===== config.mk =====
export PLATFORM = sky130hd
export DESIGN_NAME = linear_resampler_iir_filter
export DESIGN_NICKNAME = d
export VERILOG_FILES = /design/src/rtl/rsr_pkg.sv /design/src/rtl/rsr_queue.sv /design/src/rtl/rsr_csr.sv /design/src/rtl/rsr_engine.sv /design/src/rtl/linear_resampler_iir_filter.sv
export SDC_FILE = /design/constraint.sdc
export NUM_CORES = 2
export LEC_CHECK = 0
export BUFFER_PORTS_ARGS = -buffer_cell sky130_fd_sc_hd__clkbuf_2
export CAP_MARGIN = 20
export CELL_PAD_IN_SITES_DETAIL_PLACEMENT = 1
export CELL_PAD_IN_SITES_GLOBAL_PLACEMENT = 1
export CORE_MARGIN = 4
export CORE_UTILIZATION = 50
export CTS_CLUSTER_DIAMETER = 150
export DETAILED_ROUTE_END_ITERATION = 8
export GPL_ROUTABILITY_DRIVEN = 0
export PLACE_DENSITY = 0.84
export SLEW_MARGIN = 0
export SYNTH_ARGS = -nofsm -noshare
export SYNTH_HDL_FRONTEND = slang
export SYNTH_SLANG_ARGS = --single-unit

===== constraint.sdc =====
create_clock -name clock -period 26.4 [get_ports clock]
set_input_delay 3.96 -clock clock [delete_from_list [all_inputs] [get_ports clock]]
set_output_delay 3.96 -clock clock [all_outputs]
set_load 0.02 [all_outputs]

===== src/rtl/rsr_pkg.sv =====
// shared types, constants and helpers of the linear resampler with filter stages
// used by every module of the block except the queue; depends on nothing

package rsr_pkg;

   localparam int SAMPLE_W    = 16;
   localparam int CSR_INDEX_W = 3;
   localparam int CSR_DATA_W  = 16;
   localparam int MAX_RESULTS = 64;
   localparam int SAT_W       = 36;
   localparam int LP_SHIFT    = 7;
   localparam int BQ_SHIFT    = 15;
   localparam int UNITY_SHIFT = 12;

   localparam logic [15:0] PITCH_RESET = 16'd4096;

   typedef enum logic [CSR_INDEX_W-1:0] {
      CSR_PITCH         = 3'd0,
      CSR_LOWPASS_COEFF = 3'd1,
      CSR_BIQUAD_ENABLE = 3'd2,
      CSR_COEF_B1       = 3'd3,
      CSR_COEF_B2       = 3'd4,
      CSR_COEF_A1       = 3'd5,
      CSR_COEF_A2       = 3'd6
   } rsr_csr_index_type;

   typedef struct packed {
      logic        [15:0] pitch;
      logic signed [15:0] lowpass_coeff;
      logic               biquad_enable;
      logic signed [15:0] coef_b1;
      logic signed [15:0] coef_b2;
      logic signed [15:0] coef_a1;
      logic signed [15:0] coef_a2;
   } rsr_cfg_type;

   typedef struct packed {
      logic signed [SAMPLE_W-1:0] source_sample;
      logic                       restart;
   } rsr_cmd_type;

   typedef struct packed {
      logic signed [SAMPLE_W-1:0] out_sample;
      logic                       last_of_run;
   } rsr_rsp_type;

   typedef enum logic [3:0] {
      ST_IDLE,
      ST_CHECK,
      ST_INTERP_MUL,
      ST_INTERP_ADD,
      ST_LP_MUL,
      ST_LP_ADD,
      ST_BQ_B1,
      ST_BQ_B2,
      ST_BQ_A1,
      ST_BQ_A2,
      ST_BQ_SUM,
      ST_EMIT,
      ST_FINISH
   } rsr_state_type;

   function automatic logic signed [SAMPLE_W-1:0] sat16(input logic signed [SAT_W-1:0] v);
      logic signed [SAMPLE_W-1:0] r;
      if (v > SAT_W'(32767)) begin
         r = 16'sh7fff;
      end else if (v < -SAT_W'(32768)) begin
         r = 16'sh8000;
      end else begin
         r = v[SAMPLE_W-1:0];
      end
      return r;
   endfunction

endpackage


===== src/rtl/rsr_queue.sv =====
// small first-in first-out queue built from registers, push/full and pop/empty
// generic; used for the command queue and the result queue, no package needed

module rsr_queue #(
   parameter int WIDTH = 17,
   parameter int DEPTH = 2
) (
   input  logic             clock,
   input  logic             reset,
   input  logic             push,
   input  logic [WIDTH-1:0] wr_data,
   output logic             full,
   input  logic             pop,
   output logic [WIDTH-1:0] rd_data,
   output logic             empty
);

   localparam int PTR_W = (DEPTH > 1) ? $clog2(DEPTH) : 1;
   localparam int CNT_W = $clog2(DEPTH + 1);

   logic [WIDTH-1:0] mem_ff [DEPTH];
   logic [PTR_W-1:0] wr_ptr_ff, wr_ptr_in;
   logic [PTR_W-1:0] rd_ptr_ff, rd_ptr_in;
   logic [CNT_W-1:0] count_ff, count_in;
   logic             do_push, do_pop;

   assign full    = (count_ff == CNT_W'(DEPTH));
   assign empty   = (count_ff == '0);
   assign do_push = push & ~full;
   assign do_pop  = pop & ~empty;
   assign rd_data = mem_ff[rd_ptr_ff];

   always_comb begin
      wr_ptr_in = wr_ptr_ff;
      rd_ptr_in = rd_ptr_ff;
      count_in  = count_ff;
      if (do_push) begin
         wr_ptr_in = (wr_ptr_ff == PTR_W'(DEPTH - 1)) ? '0 : wr_ptr_ff + 1'b1;
      end
      if (do_pop) begin
         rd_ptr_in = (rd_ptr_ff == PTR_W'(DEPTH - 1)) ? '0 : rd_ptr_ff + 1'b1;
      end
      if (do_push && !do_pop) begin
         count_in = count_ff + 1'b1;
      end else if (do_pop && !do_push) begin
         count_in = count_ff - 1'b1;
      end
   end

   always_ff @(posedge clock) begin
      if (reset) begin
         wr_ptr_ff <= '0;
         rd_ptr_ff <= '0;
         count_ff  <= '0;
      end else begin
         wr_ptr_ff <= wr_ptr_in;
         rd_ptr_ff <= rd_ptr_in;
         count_ff  <= count_in;
      end
   end

   // storage words carry payload only
   always_ff @(posedge clock) begin
      if (do_push) begin
         mem_ff[wr_ptr_ff] <= wr_data;
      end
   end

endmodule


===== src/rtl/rsr_csr.sv =====
// configuration register file, one write beat per register
// depends on rsr_pkg for the register indexes and the configuration struct

module rsr_csr (
   input  logic                                clock,
   input  logic                                reset,
   input  logic                                csr_valid,
   output logic                                csr_ready,
   input  logic [rsr_pkg::CSR_INDEX_W-1:0]     csr_index,
   input  logic [rsr_pkg::CSR_DATA_W-1:0]      csr_wdata,
   output rsr_pkg::rsr_cfg_type                cfg
);

   rsr_pkg::rsr_cfg_type cfg_ff, cfg_in;

   assign csr_ready = 1'b1;
   assign cfg       = cfg_ff;

   always_comb begin
      cfg_in = cfg_ff;
      if (csr_valid) begin
         case (csr_index)
            rsr_pkg::CSR_PITCH:         cfg_in.pitch         = csr_wdata;
            rsr_pkg::CSR_LOWPASS_COEFF: cfg_in.lowpass_coeff = csr_wdata;
            rsr_pkg::CSR_BIQUAD_ENABLE: cfg_in.biquad_enable = csr_wdata[0];
            rsr_pkg::CSR_COEF_B1:       cfg_in.coef_b1       = csr_wdata;
            rsr_pkg::CSR_COEF_B2:       cfg_in.coef_b2       = csr_wdata;
            rsr_pkg::CSR_COEF_A1:       cfg_in.coef_a1       = csr_wdata;
            rsr_pkg::CSR_COEF_A2:       cfg_in.coef_a2       = csr_wdata;
            default:                    cfg_in               = cfg_ff;
         endcase
      end
   end

   always_ff @(posedge clock) begin
      if (reset) begin
         cfg_ff.pitch         <= rsr_pkg::PITCH_RESET;
         cfg_ff.lowpass_coeff <= '0;
         cfg_ff.biquad_enable <= 1'b0;
         cfg_ff.coef_b1       <= '0;
         cfg_ff.coef_b2       <= '0;
         cfg_ff.coef_a1       <= '0;
         cfg_ff.coef_a2       <= '0;
      end else begin
         cfg_ff <= cfg_in;
      end
   end

endmodule


===== src/rtl/rsr_engine.sv =====
// back end: phase accumulator, interpolation and both filter stages on one
// shared multiplier, stepped by a sequencer; depends on rsr_pkg

module rsr_engine #(
   parameter int PHASE_FRAC_BITS = 12
) (
   input  logic                 clock,
   input  logic                 reset,
   input  rsr_pkg::rsr_cfg_type cfg,
   input  logic                 cmd_empty,
   input  rsr_pkg::rsr_cmd_type cmd_data,
   output logic                 cmd_pop,
   input  logic                 rsp_full,
   output logic                 rsp_push,
   output rsr_pkg::rsr_rsp_type rsp_data
);

   localparam int PHASE_W = PHASE_FRAC_BITS + 5;
   localparam int STEP_W  = PHASE_FRAC_BITS + 4;
   localparam int MUL_W   = (PHASE_FRAC_BITS + 1 > 17) ? PHASE_FRAC_BITS + 1 : 17;
   localparam int PROD_W  = 2 * MUL_W;
   localparam int ACC_W   = PROD_W + 2;
   localparam int RUN_W   = $clog2(rsr_pkg::MAX_RESULTS);
   localparam logic [PHASE_W-1:0] ONE = PHASE_W'(1) << PHASE_FRAC_BITS;

   rsr_pkg::rsr_state_type state_ff, state_in;

   logic        [PHASE_W-1:0] phase_ff, phase_in;
   logic signed [15:0]        prev_ff, prev_in;
   logic signed [15:0]        next_ff, next_in;
   logic signed [16:0]        diff_ff, diff_in;
   logic signed [15:0]        x_ff, x_in;
   logic signed [PROD_W-1:0]  prod_ff, prod_in;
   logic signed [ACC_W-1:0]   acc_ff, acc_in;
   logic        [RUN_W-1:0]   run_ff, run_in;
   logic signed [15:0]        lp_in_ff, lp_in_in;
   logic signed [15:0]        lp_out_ff, lp_out_in;
   logic signed [15:0]        bq_in1_ff, bq_in1_in;
   logic signed [15:0]        bq_in2_ff, bq_in2_in;
   logic signed [15:0]        bq_out1_ff, bq_out1_in;
   logic signed [15:0]        bq_out2_ff, bq_out2_in;

   logic [PHASE_FRAC_BITS+15:0] step_wide;
   logic [STEP_W-1:0]           step;
   logic [PHASE_W-1:0]          phase_sum;
   logic                        phase_ge_one, sum_ge_one, run_last, emit_last;
   logic                        lp_on, bq_on;
   logic signed [MUL_W-1:0]     mul_a, mul_b;
   logic signed [PROD_W-1:0]    mul_p;
   logic signed [16:0]          lp_delta;
   logic signed [PROD_W-1:0]    interp_shift;
   logic signed [17:0]          interp_sum;
   logic signed [15:0]          lp_o, bq_o;
   logic signed [ACC_W-1:0]     bq_sum;

   // step = pitch scaled from 12 fraction bits to the phase format
   assign step_wide    = {cfg.pitch, {PHASE_FRAC_BITS{1'b0}}};
   assign step         = step_wide[PHASE_FRAC_BITS+15:rsr_pkg::UNITY_SHIFT];
   assign phase_sum    = phase_ff + PHASE_W'(step);
   assign phase_ge_one = |phase_ff[PHASE_W-1:PHASE_FRAC_BITS];
   assign sum_ge_one   = |phase_sum[PHASE_W-1:PHASE_FRAC_BITS];
   assign run_last     = (run_ff == RUN_W'(rsr_pkg::MAX_RESULTS - 1));
   assign emit_last    = sum_ge_one | run_last;
   assign lp_on        = (cfg.lowpass_coeff != '0);
   assign bq_on        = cfg.biquad_enable;

   assign lp_delta     = 17'(x_ff) - 17'(lp_in_ff);
   assign interp_shift = prod_ff >>> PHASE_FRAC_BITS;
   assign interp_sum   = 18'(interp_shift) + 18'(prev_ff);
   assign lp_o         = rsr_pkg::sat16(rsr_pkg::SAT_W'(prod_ff >>> rsr_pkg::LP_SHIFT)
                                        + rsr_pkg::SAT_W'(lp_out_ff));
   assign bq_sum       = acc_ff + ACC_W'(prod_ff);
   assign bq_o         = rsr_pkg::sat16(rsr_pkg::SAT_W'(bq_sum >>> rsr_pkg::BQ_SHIFT));

   // shared multiplier operand selection
   always_comb begin
      mul_a = '0;
      mul_b = '0;
      case (state_ff)
         rsr_pkg::ST_INTERP_MUL: begin
            mul_a = MUL_W'({1'b0, phase_ff[PHASE_FRAC_BITS-1:0]});
            mul_b = MUL_W'(diff_ff);
         end
         rsr_pkg::ST_LP_MUL: begin
            mul_a = MUL_W'(lp_delta);
            mul_b = MUL_W'(cfg.lowpass_coeff);
         end
         rsr_pkg::ST_BQ_B1: begin
            mul_a = MUL_W'(bq_in1_ff);
            mul_b = MUL_W'(cfg.coef_b1);
         end
         rsr_pkg::ST_BQ_B2: begin
            mul_a = MUL_W'(bq_in2_ff);
            mul_b = MUL_W'(cfg.coef_b2);
         end
         rsr_pkg::ST_BQ_A1: begin
            mul_a = MUL_W'(bq_out1_ff);
            mul_b = MUL_W'(cfg.coef_a1);
         end
         rsr_pkg::ST_BQ_A2: begin
            mul_a = MUL_W'(bq_out2_ff);
            mul_b = MUL_W'(cfg.coef_a2);
         end
         default: begin
            mul_a = '0;
            mul_b = '0;
         end
      endcase
   end

   assign mul_p = mul_a * mul_b;

   // next state
   always_comb begin
      state_in = state_ff;
      case (state_ff)
         rsr_pkg::ST_IDLE:       if (!cmd_empty) state_in = rsr_pkg::ST_CHECK;
         rsr_pkg::ST_CHECK:      state_in = phase_ge_one ? rsr_pkg::ST_FINISH
                                                         : rsr_pkg::ST_INTERP_MUL;
         rsr_pkg::ST_INTERP_MUL: state_in = rsr_pkg::ST_INTERP_ADD;
         rsr_pkg::ST_INTERP_ADD: begin
            if (lp_on) begin
               state_in = rsr_pkg::ST_LP_MUL;
            end else if (bq_on) begin
               state_in = rsr_pkg::ST_BQ_B1;
            end else begin
               state_in = rsr_pkg::ST_EMIT;
            end
         end
         rsr_pkg::ST_LP_MUL:     state_in = rsr_pkg::ST_LP_ADD;
         rsr_pkg::ST_LP_ADD:     state_in = bq_on ? rsr_pkg::ST_BQ_B1 : rsr_pkg::ST_EMIT;
         rsr_pkg::ST_BQ_B1:      state_in = rsr_pkg::ST_BQ_B2;
         rsr_pkg::ST_BQ_B2:      state_in = rsr_pkg::ST_BQ_A1;
         rsr_pkg::ST_BQ_A1:      state_in = rsr_pkg::ST_BQ_A2;
         rsr_pkg::ST_BQ_A2:      state_in = rsr_pkg::ST_BQ_SUM;
         rsr_pkg::ST_BQ_SUM:     state_in = rsr_pkg::ST_EMIT;
         rsr_pkg::ST_EMIT: begin
            if (!rsp_full) begin
               state_in = emit_last ? rsr_pkg::ST_FINISH : rsr_pkg::ST_INTERP_MUL;
            end
         end
         rsr_pkg::ST_FINISH:     state_in = rsr_pkg::ST_IDLE;
         default:                state_in = rsr_pkg::ST_IDLE;
      endcase
   end

   // datapath and handshake outputs
   always_comb begin
      cmd_pop             = 1'b0;
      rsp_push            = 1'b0;
      rsp_data.out_sample  = x_ff;
      rsp_data.last_of_run = emit_last;
      phase_in   = phase_ff;
      prev_in    = prev_ff;
      next_in    = next_ff;
      diff_in    = diff_ff;
      x_in       = x_ff;
      prod_in    = prod_ff;
      acc_in     = acc_ff;
      run_in     = run_ff;
      lp_in_in   = lp_in_ff;
      lp_out_in  = lp_out_ff;
      bq_in1_in  = bq_in1_ff;
      bq_in2_in  = bq_in2_ff;
      bq_out1_in = bq_out1_ff;
      bq_out2_in = bq_out2_ff;
      case (state_ff)
         rsr_pkg::ST_IDLE: begin
            if (!cmd_empty) begin
               cmd_pop = 1'b1;
               next_in = cmd_data.source_sample;
               if (cmd_data.restart) begin
                  phase_in   = '0;
                  prev_in    = '0;
                  lp_in_in   = '0;
                  lp_out_in  = '0;
                  bq_in1_in  = '0;
                  bq_in2_in  = '0;
                  bq_out1_in = '0;
                  bq_out2_in = '0;
               end
            end
         end
         rsr_pkg::ST_CHECK: begin
            diff_in = 17'(next_ff) - 17'(prev_ff);
            run_in  = '0;
         end
         rsr_pkg::ST_INTERP_MUL: prod_in = mul_p;
         rsr_pkg::ST_INTERP_ADD: x_in = interp_sum[15:0];
         rsr_pkg::ST_LP_MUL:     prod_in = mul_p;
         rsr_pkg::ST_LP_ADD: begin
            lp_in_in  = x_ff;
            lp_out_in = lp_o;
            x_in      = lp_o;
         end
         rsr_pkg::ST_BQ_B1: begin
            prod_in = mul_p;
            acc_in  = '0;
         end
         rsr_pkg::ST_BQ_B2, rsr_pkg::ST_BQ_A1, rsr_pkg::ST_BQ_A2: begin
            prod_in = mul_p;
            acc_in  = bq_sum;
         end
         rsr_pkg::ST_BQ_SUM: begin
            bq_in2_in  = bq_in1_ff;
            bq_in1_in  = x_ff;
            bq_out2_in = bq_out1_ff;
            bq_out1_in = bq_o;
            x_in       = bq_o;
         end
         rsr_pkg::ST_EMIT: begin
            if (!rsp_full) begin
               rsp_push = 1'b1;
               phase_in = phase_sum;
               run_in   = run_ff + 1'b1;
            end
         end
         rsr_pkg::ST_FINISH: begin
            phase_in = phase_ge_one ? phase_ff - ONE : '0;
            prev_in  = next_ff;
         end
         default: begin
            cmd_pop = 1'b0;
         end
      endcase
   end

   always_ff @(posedge clock) begin
      if (reset) begin
         state_ff   <= rsr_pkg::ST_IDLE;
         phase_ff   <= '0;
         prev_ff    <= '0;
         run_ff     <= '0;
         lp_in_ff   <= '0;
         lp_out_ff  <= '0;
         bq_in1_ff  <= '0;
         bq_in2_ff  <= '0;
         bq_out1_ff <= '0;
         bq_out2_ff <= '0;
      end else begin
         state_ff   <= state_in;
         phase_ff   <= phase_in;
         prev_ff    <= prev_in;
         run_ff     <= run_in;
         lp_in_ff   <= lp_in_in;
         lp_out_ff  <= lp_out_in;
         bq_in1_ff  <= bq_in1_in;
         bq_in2_ff  <= bq_in2_in;
         bq_out1_ff <= bq_out1_in;
         bq_out2_ff <= bq_out2_in;
      end
   end

   always_ff @(posedge clock) begin
      next_ff <= next_in;
      diff_ff <= diff_in;
      x_ff    <= x_in;
      prod_ff <= prod_in;
      acc_ff  <= acc_in;
   end

endmodule


===== src/rtl/linear_resampler_iir_filter.sv =====
// top level of the linear resampler with first-order and recursive filter stages
// depends on rsr_pkg, rsr_queue, rsr_csr and rsr_engine

// Each input beat carries one signed 16-bit source sample and a restart flag;
// it causes zero to 64 result beats, the last one marked by last_of_run. The
// sample is interpolated against the previous one at a 4.12 pitch step, then
// passes the optional first-order stage (lowpass_coeff nonzero) and the
// optional recursive stage (biquad_enable), both saturating to 16 bits.
// Input beats go into a command queue and results leave through a result
// queue, so both sides may stall freely. One shared 17x17 multiplier, stepped
// by a sequencer, serves the interpolation multiply and add, the first-order
// multiply and add and the b1, b2, a1, a2 products and sum (stages only when
// on), emit waits for room; each input beat adds fetch, check and phase wrap.
// Configuration writes are always taken and must only happen while idle.

module linear_resampler_iir_filter #(
   parameter int PHASE_FRAC_BITS = 12,
   parameter int CMD_DEPTH       = 2,
   parameter int RSP_DEPTH       = 2
) (
   input  logic                                clock,
   input  logic                                reset,
   // input queue side
   input  logic                                req_push,
   output logic                                req_full,
   input  logic signed [rsr_pkg::SAMPLE_W-1:0] req_source_sample,
   input  logic                                req_restart,
   // result queue side
   output logic                                rsp_empty,
   input  logic                                rsp_pop,
   output logic signed [rsr_pkg::SAMPLE_W-1:0] rsp_out_sample,
   output logic                                rsp_last_of_run,
   // configuration writes
   input  logic                                csr_valid,
   output logic                                csr_ready,
   input  logic [rsr_pkg::CSR_INDEX_W-1:0]     csr_index,
   input  logic [rsr_pkg::CSR_DATA_W-1:0]      csr_wdata
);

   localparam int CMD_W = $bits(rsr_pkg::rsr_cmd_type);
   localparam int RSP_W = $bits(rsr_pkg::rsr_rsp_type);

   rsr_pkg::rsr_cfg_type cfg;
   rsr_pkg::rsr_cmd_type req_cmd, cmd_data;
   rsr_pkg::rsr_rsp_type eng_rsp, rsp_word;
   logic [CMD_W-1:0]     cmd_q_data;
   logic [RSP_W-1:0]     rsp_q_data;
   logic                 cmd_empty, cmd_pop;
   logic                 rsp_full, rsp_push;

   // front: pack the beat for the command queue
   assign req_cmd.source_sample = req_source_sample;
   assign req_cmd.restart       = req_restart;
   assign cmd_data              = cmd_q_data;

   assign rsp_word        = rsp_q_data;
   assign rsp_out_sample  = rsp_word.out_sample;
   assign rsp_last_of_run = rsp_word.last_of_run;

   rsr_csr u_csr (
      .clock     (clock),
      .reset     (reset),
      .csr_valid (csr_valid),
      .csr_ready (csr_ready),
      .csr_index (csr_index),
      .csr_wdata (csr_wdata),
      .cfg       (cfg)
   );

   // queue between intake and engine
   rsr_queue #(
      .WIDTH (CMD_W),
      .DEPTH (CMD_DEPTH)
   ) u_cmd_queue (
      .clock   (clock),
      .reset   (reset),
      .push    (req_push),
      .wr_data (req_cmd),
      .full    (req_full),
      .pop     (cmd_pop),
      .rd_data (cmd_q_data),
      .empty   (cmd_empty)
   );

   rsr_engine #(
      .PHASE_FRAC_BITS (PHASE_FRAC_BITS)
   ) u_engine (
      .clock     (clock),
      .reset     (reset),
      .cfg       (cfg),
      .cmd_empty (cmd_empty),
      .cmd_data  (cmd_data),
      .cmd_pop   (cmd_pop),
      .rsp_full  (rsp_full),
      .rsp_push  (rsp_push),
      .rsp_data  (eng_rsp)
   );

   // results wait here so the engine keeps going while the consumer stalls, until the queue is full
   rsr_queue #(
      .WIDTH (RSP_W),
      .DEPTH (RSP_DEPTH)
   ) u_rsp_queue (
      .clock   (clock),
      .reset   (reset),
      .push    (rsp_push),
      .wr_data (eng_rsp),
      .full    (rsp_full),
      .pop     (rsp_pop),
      .rd_data (rsp_q_data),
      .empty   (rsp_empty)
   );

endmodule


* Word-level counts from Yosys, hierarchy flattened *
Memories as Yosys holds them, arrays and structs flattened. A register that Yosys moved wholly into a read port is not among the register bits.
Index checks and enable logic that the tools add are counted.

storage, ports and cells
  register bits after elaboration = 363
  bits in writable memories = 68
  input port bits = 41
  output and inout port bits = 20
  logic and storage cells = 175
  memories = 2

operators by class
  add/sub/neg operators = 16
  multipliers = 1
  order comparisons = 4
  equality and inequality tests = 24
  multiplexer cells = 51
  bitwise gates (word level) = 9
  reduce and logical (&&, ||, !) cells = 40

memory list
  memory              words  width  read ports  clocked after Yosys merged registers in  wr ports  line             RTL
  u_cmd_queue.mem_ff  2      17     1           1                                        1         rsr_queue.sv:21  logic [WIDTH-1:0] mem_ff [DEPTH];
  u_rsp_queue.mem_ff  2      17     1           1                                        1         rsr_queue.sv:21

operators with widths
  cell                                                          number
  one-hot mux 16 bit (2 select lines)                           7
  one-hot mux 17 bit (6 select lines)                           2
  2-to-1 mux 16 bit                                             6
  one-hot mux 36 bit (2 select lines)                           1
  2-to-1 mux 17 bit                                             4
  one-hot mux 17 bit (3 select lines)                           1
  one-hot mux 16 bit (3 select lines)                           1
  one-hot mux 4 bit (12 select lines)                           1
  adder 36 x 34 -> 36 bit                                       1
  > comparator 36 x 16 -> 1 bit, second input constant          1
  less-than comparator 36 x 16 -> 1 bit, second input constant  1
  multiplier 17 x 17 -> 34 bit                                  1
  subtractor 16 x 16 -> 17 bit                                  2
  adder 27 x 16 -> 28 bit                                       1
  2-to-1 mux 4 bit                                              6
  > comparator 21 x 16 -> 1 bit, second input constant          1
  less-than comparator 21 x 16 -> 1 bit, second input constant  1
  equality test 4 bit, second input constant                    5
  AND reduction 2 bit                                           10
  adder 17 x 16 -> 17 bit                                       1
  subtractor 17 x 13 -> 17 bit, second input constant           1
  adder 16 bit                                                  1
  equality test 4 x 3 -> 1 bit, second input constant           4
  2-to-1 mux 1 bit                                              16
  other kinds (31)                                              69

* Longest topological paths before layout *
  word-level depth = 8
  mapped depth = 37

* Hierarchy *
From an unflattened synthesis, not the netlist that was laid out.

second synthesis, totals
  cells, all modules = 3669
  area total of the unflattened synthesis = 34762.1 sq um

modules (own cells, without submodules)
  module      instances  cells each  area an instance (sq um)  seq. area each (sq um)
  rsr_engine  1          3171        28036.9                   6356.1
  rsr_csr     1          342         3839.9                    1941.9
  rsr_queue   2          78          1442.6                    1121.1

* Least setup slack after synthesis *
OpenSTA, ideal clock, no wires.

  kind = reg-to-reg
  start = register u_engine.x_ff[0]
  end = register u_engine.prod_ff[30], data pin
  library setup time = 259 ps
  arrival = 8488 ps
  required time = 26141 ps
  setup slack = 17653 ps
  cell stages (with the launch flop) = 36
  path buffers = 0
  path through = edfxtp_1 inv_1 ha_1 fa_1 nor2b_1 o21ai_0 a21boi_0 o21ai_0 a21boi_0 o21ai_0 nor2b_1 o2111a_1 o311ai_0 a31oi_1 or2_2 fa_1 fa_1 fa_1 inv_1 fa_1 fa_1 inv_1 fa_1 inv_1 ha_1 a211oi_1 inv_1 o221ai_1 a2111oi_0 o31ai_1 o21ai_0 o41a_1 a41o_1 o21a_1 nor2_1 xnor2_1

between the ends
  cells in the longest elaborated chain, start to end = 3

RTL lines
  what                                 line               RTL
  start: declaration                   rsr_engine.sv:32   logic signed [15:0] x_ff, x_in;
  start signal: assignment             rsr_engine.sv:257  x_ff <= x_in;
  subtractor 16 x 16 -> 17 bit         rsr_engine.sv:67   assign lp_delta = 17'(x_ff) - 17'(lp_in_ff);
  one-hot mux 17 bit (6 select lines)  rsr_engine.sv:79   case (state_ff)
  multiplier 17 x 17 -> 34 bit         rsr_engine.sv:111  assign mul_p = mul_a * mul_b;
  via u_engine.mul_p[30]               rsr_engine.sv:49   logic signed [PROD_W-1:0] mul_p;
  end signal: assignment               rsr_engine.sv:258  prod_ff <= prod_in;
  end: declaration                     rsr_engine.sv:33   logic signed [PROD_W-1:0] prod_ff, prod_in;

The timed path passes the listed nets, and every way through them passes these cells.
A chain may end at the register's enable or synchronous reset.

* Worst setup path after layout *
Same ends and word-level chain as after synthesis.

==> metrics.txt <==
status=completed; Finish-stage setup viols=0; commonest cells after routing, fill and taps aside=521 x nand2_1, 438 x inv_1, 340 x nor2_1; GR Util All Layers=0.311; CP max stage delay=0.87 ns; endpoint type of the worst setup path=flip-flop; setup ws final=16.13 ns; Slew Viols, Final=0; Final HPWL DP=83400 um; CTS Root Cell=clkbuf_16; Synth async-reset ratio=0; # clock sinks=433; PortBufs=59; number of distinct library cells after synthesis=89; starting density of the core=0.507; clock slew at reported path FFs=0.06 ns; post-synthesis sequential area ratio=0.314; largest net degree at the start of global routing=148; slew of the pin with the lowest slew margin=1.14 ns; Fillers=7640; slowest CP cell=a31oi_1; Mapped Avg Cell Area=9.01 sq um; RSZ-0062 raised after global routing=no; vias per cell=6.09; die width=267 um; RR Endpoint=u_engine.prod_ff[30]; Setup CP Type=reg2reg; CP bufs+invs=6; non-filler cells, final=4636; final wirelength=111000 um; H-tree levels=2; drt wl/cell=24.0 um; reg2reg setup slack=16.13 ns; commonest non-fill, non-tap cell in the layout=nand2_1; Num CTS Buffers=48; First-pass DRT Iterations=6; area of the multi-input gates=20900 sq um; grt total ovfl=0; Hold WS=0.454 ns; CTS tree=yes; number of synthesized flops with an enable pin=187; CP required=26.73 ns; fin crit period=10.27 ns; Yosys reg bits=433; Worst Hold Launch=u_csr.cfg[62]; mapped cell area=33600 sq um; CTS Buffer Depth=3; core area=66200 sq um; prevailing post-synth register cell=dfxtp_1; min-delay worst type=reg2reg; Vias=28252; CP Data Arrival Time=10.60 ns; post_cts resized=0; Crit path top cell by count=fa_1; number of remaining DRC errors=0; Hold Path Depth=2; max_slew headroom=0.238; f_max=97.3 MHz; Skew-Pair Late Insertion Delay=0.59 ns; cells on worst reg2reg path=35; die footprint=71400 sq um; post-synth net total=4285; area growth from synthesis to layout=8.52%; Tcrit/Tclk final=0.389; Gate Count Post-Synth=3728; hold_buf cts=0; Placement Setup Slack=16.29 ns; Leakage=15.4 nW; layout cells sized above 1=0.0804; vias in the first global route=30082; placed insts=4543; initial antenna violation count=1; CP delay by family, top=compound AO/OA/AOI/OAI gates; clock skew=0.0147 ns; Sequential Area=10500 sq um; initial DRC count=2595; max-cap viol count=0; # Post-CTS Setup Buffers=0; final setup TNS=0 ns; Reg2Reg Launch Point=u_engine.x_ff[0]; Routed Antenna Nets=0; Hold Path Sink=u_csr.cfg[62]; die height=267 um; row count=94; # IOs=61; first-pass GRT wire length=173000 um; synth warn=0; total stage count of the critical path=35; nets=4288; Max rail drop VDD=0.0559 mV; worst-path fanout max=9; endpoints failing hold=0; pwr/cell area=78.1 nW/um^2; CP startpoint kind=flip-flop
==> cells in the mapped netlist, types with 22 or more instances <==
cell,instances,area share
a21o_1,67,0.015
a21oi_1,313,0.047
a22oi_1,74,0.017
a31oi_1,22,0.0041
clkbuf_1,134,0.015
dfxtp_1,246,0.15
edfxtp_1,187,0.17
fa_1,302,0.18
ha_1,214,0.080
inv_1,438,0.049
mux2_2,34,0.011
nand2_1,522,0.058
nand2b_1,37,0.0069
nand3_1,134,0.020
nor2_1,345,0.039
nor2b_1,39,0.0073
nor3_1,39,0.0058
o21ai_0,94,0.014
or2_2,29,0.0054
xnor2_1,94,0.025
xor2_1,37,0.0096
==> cells by family after synthesis <==
family | count (synthesis) | synth area share
other | 1 | 0.000112
multiplexers | 37 | 0.0123
adder cells (fa/ha/maj) | 516 | 0.260
AND/OR/NAND/NOR | 1240 | 0.161
XOR/XNOR | 131 | 0.0342
flip-flops | 433 | 0.314
AO/OA/AOI/OAI | 776 | 0.151
buffers and inverters | 594 | 0.0675
==> where the power goes <==
part           switching, mW  total [mW]  internal [mW]
Clock                  0.290       0.678          0.388
Combinational          0.778        1.20          0.423
Sequential             0.131       0.968          0.836
Total                   1.20        2.85           1.65
==> routing by layer <==
| layer | up-vias | track usage | share of wire |
|---|---|---|---|
| met4 | 2 | 0.134 | 0.053 |
| met2 | 1089 | 0.525 | 0.48 |
| met5 | - | 0 | 0.000063 |
| li1 | 12539 | - | - |
| met1 | 14316 | 0.400 | 0.40 |
| met3 | 306 | 0.0474 | 0.071 |
==> per-stage QoR <==
stage / utilization / power, mW / cell area [sq um]
6_report: 0.550 / 2.85 / 36400
5_1_grt: 0.550 / 2.99 / 36400
4_1_cts: 0.550 / 2.83 / 36400
3_5_place_dp: 0.526 / 2.14 / 34800
3_3_place_gp: 0.526 / 2.09 / 34800
2_1_floorplan: - / 1.73 / 33600
==> worst reg2reg max path, delay by kind of cell, from the launching register on <==
family / cells / cell delay, ns
xor+xnor: 1 / 0.07
simple gates: 3 / 0.40
compound gates: 16 / 4.47
fa+ha+maj: 9 / 4.21
flops: 1 / 0.44
buf+inv: 6 / 0.39
==> sequential cells by signal, summed over array words and instances, names as in the netlist, 17 cells and up, named ones only <==
signal	count
u_csr.cfg	97
u_engine.acc_ff	36
u_cmd_queue.mem_ff	34
u_engine.prod_ff	34
u_rsp_queue.mem_ff	34
u_engine.diff_ff	17
u_engine.phase_ff	17
==> area by class of cell <==
| type | instances | share of cell area |
|---|---|---|
| flip-flops and latches | 433 | 0.289 |
| inverters | 439 | 0.0452 |
| repair buffers | 108 | 0.0191 |
| multi-input cells | 2701 | 0.574 |
| diodes | 1 | 0.0000687 |
| clock inverters | 19 | 0.00573 |
| clock buffers | 71 | 0.0372 |
| well taps | 864 | 0.0297 |
==> how the worst max path moves through the flow <==
stage                                start                    to  slack [ns]
after floorplan           u_engine.x_ff[0]  u_engine.prod_ff[30]       17.65
after CTS                 u_engine.x_ff[0]  u_engine.prod_ff[30]       16.21
after detailed placement  u_engine.x_ff[0]  u_engine.prod_ff[30]       16.29
after global placement    u_engine.x_ff[0]  u_engine.prod_ff[30]       16.74
after global routing      u_engine.x_ff[0]  u_engine.prod_ff[30]       15.52
final                     u_engine.x_ff[0]  u_engine.prod_ff[30]       16.13
(Power assumes the default switching activity.)
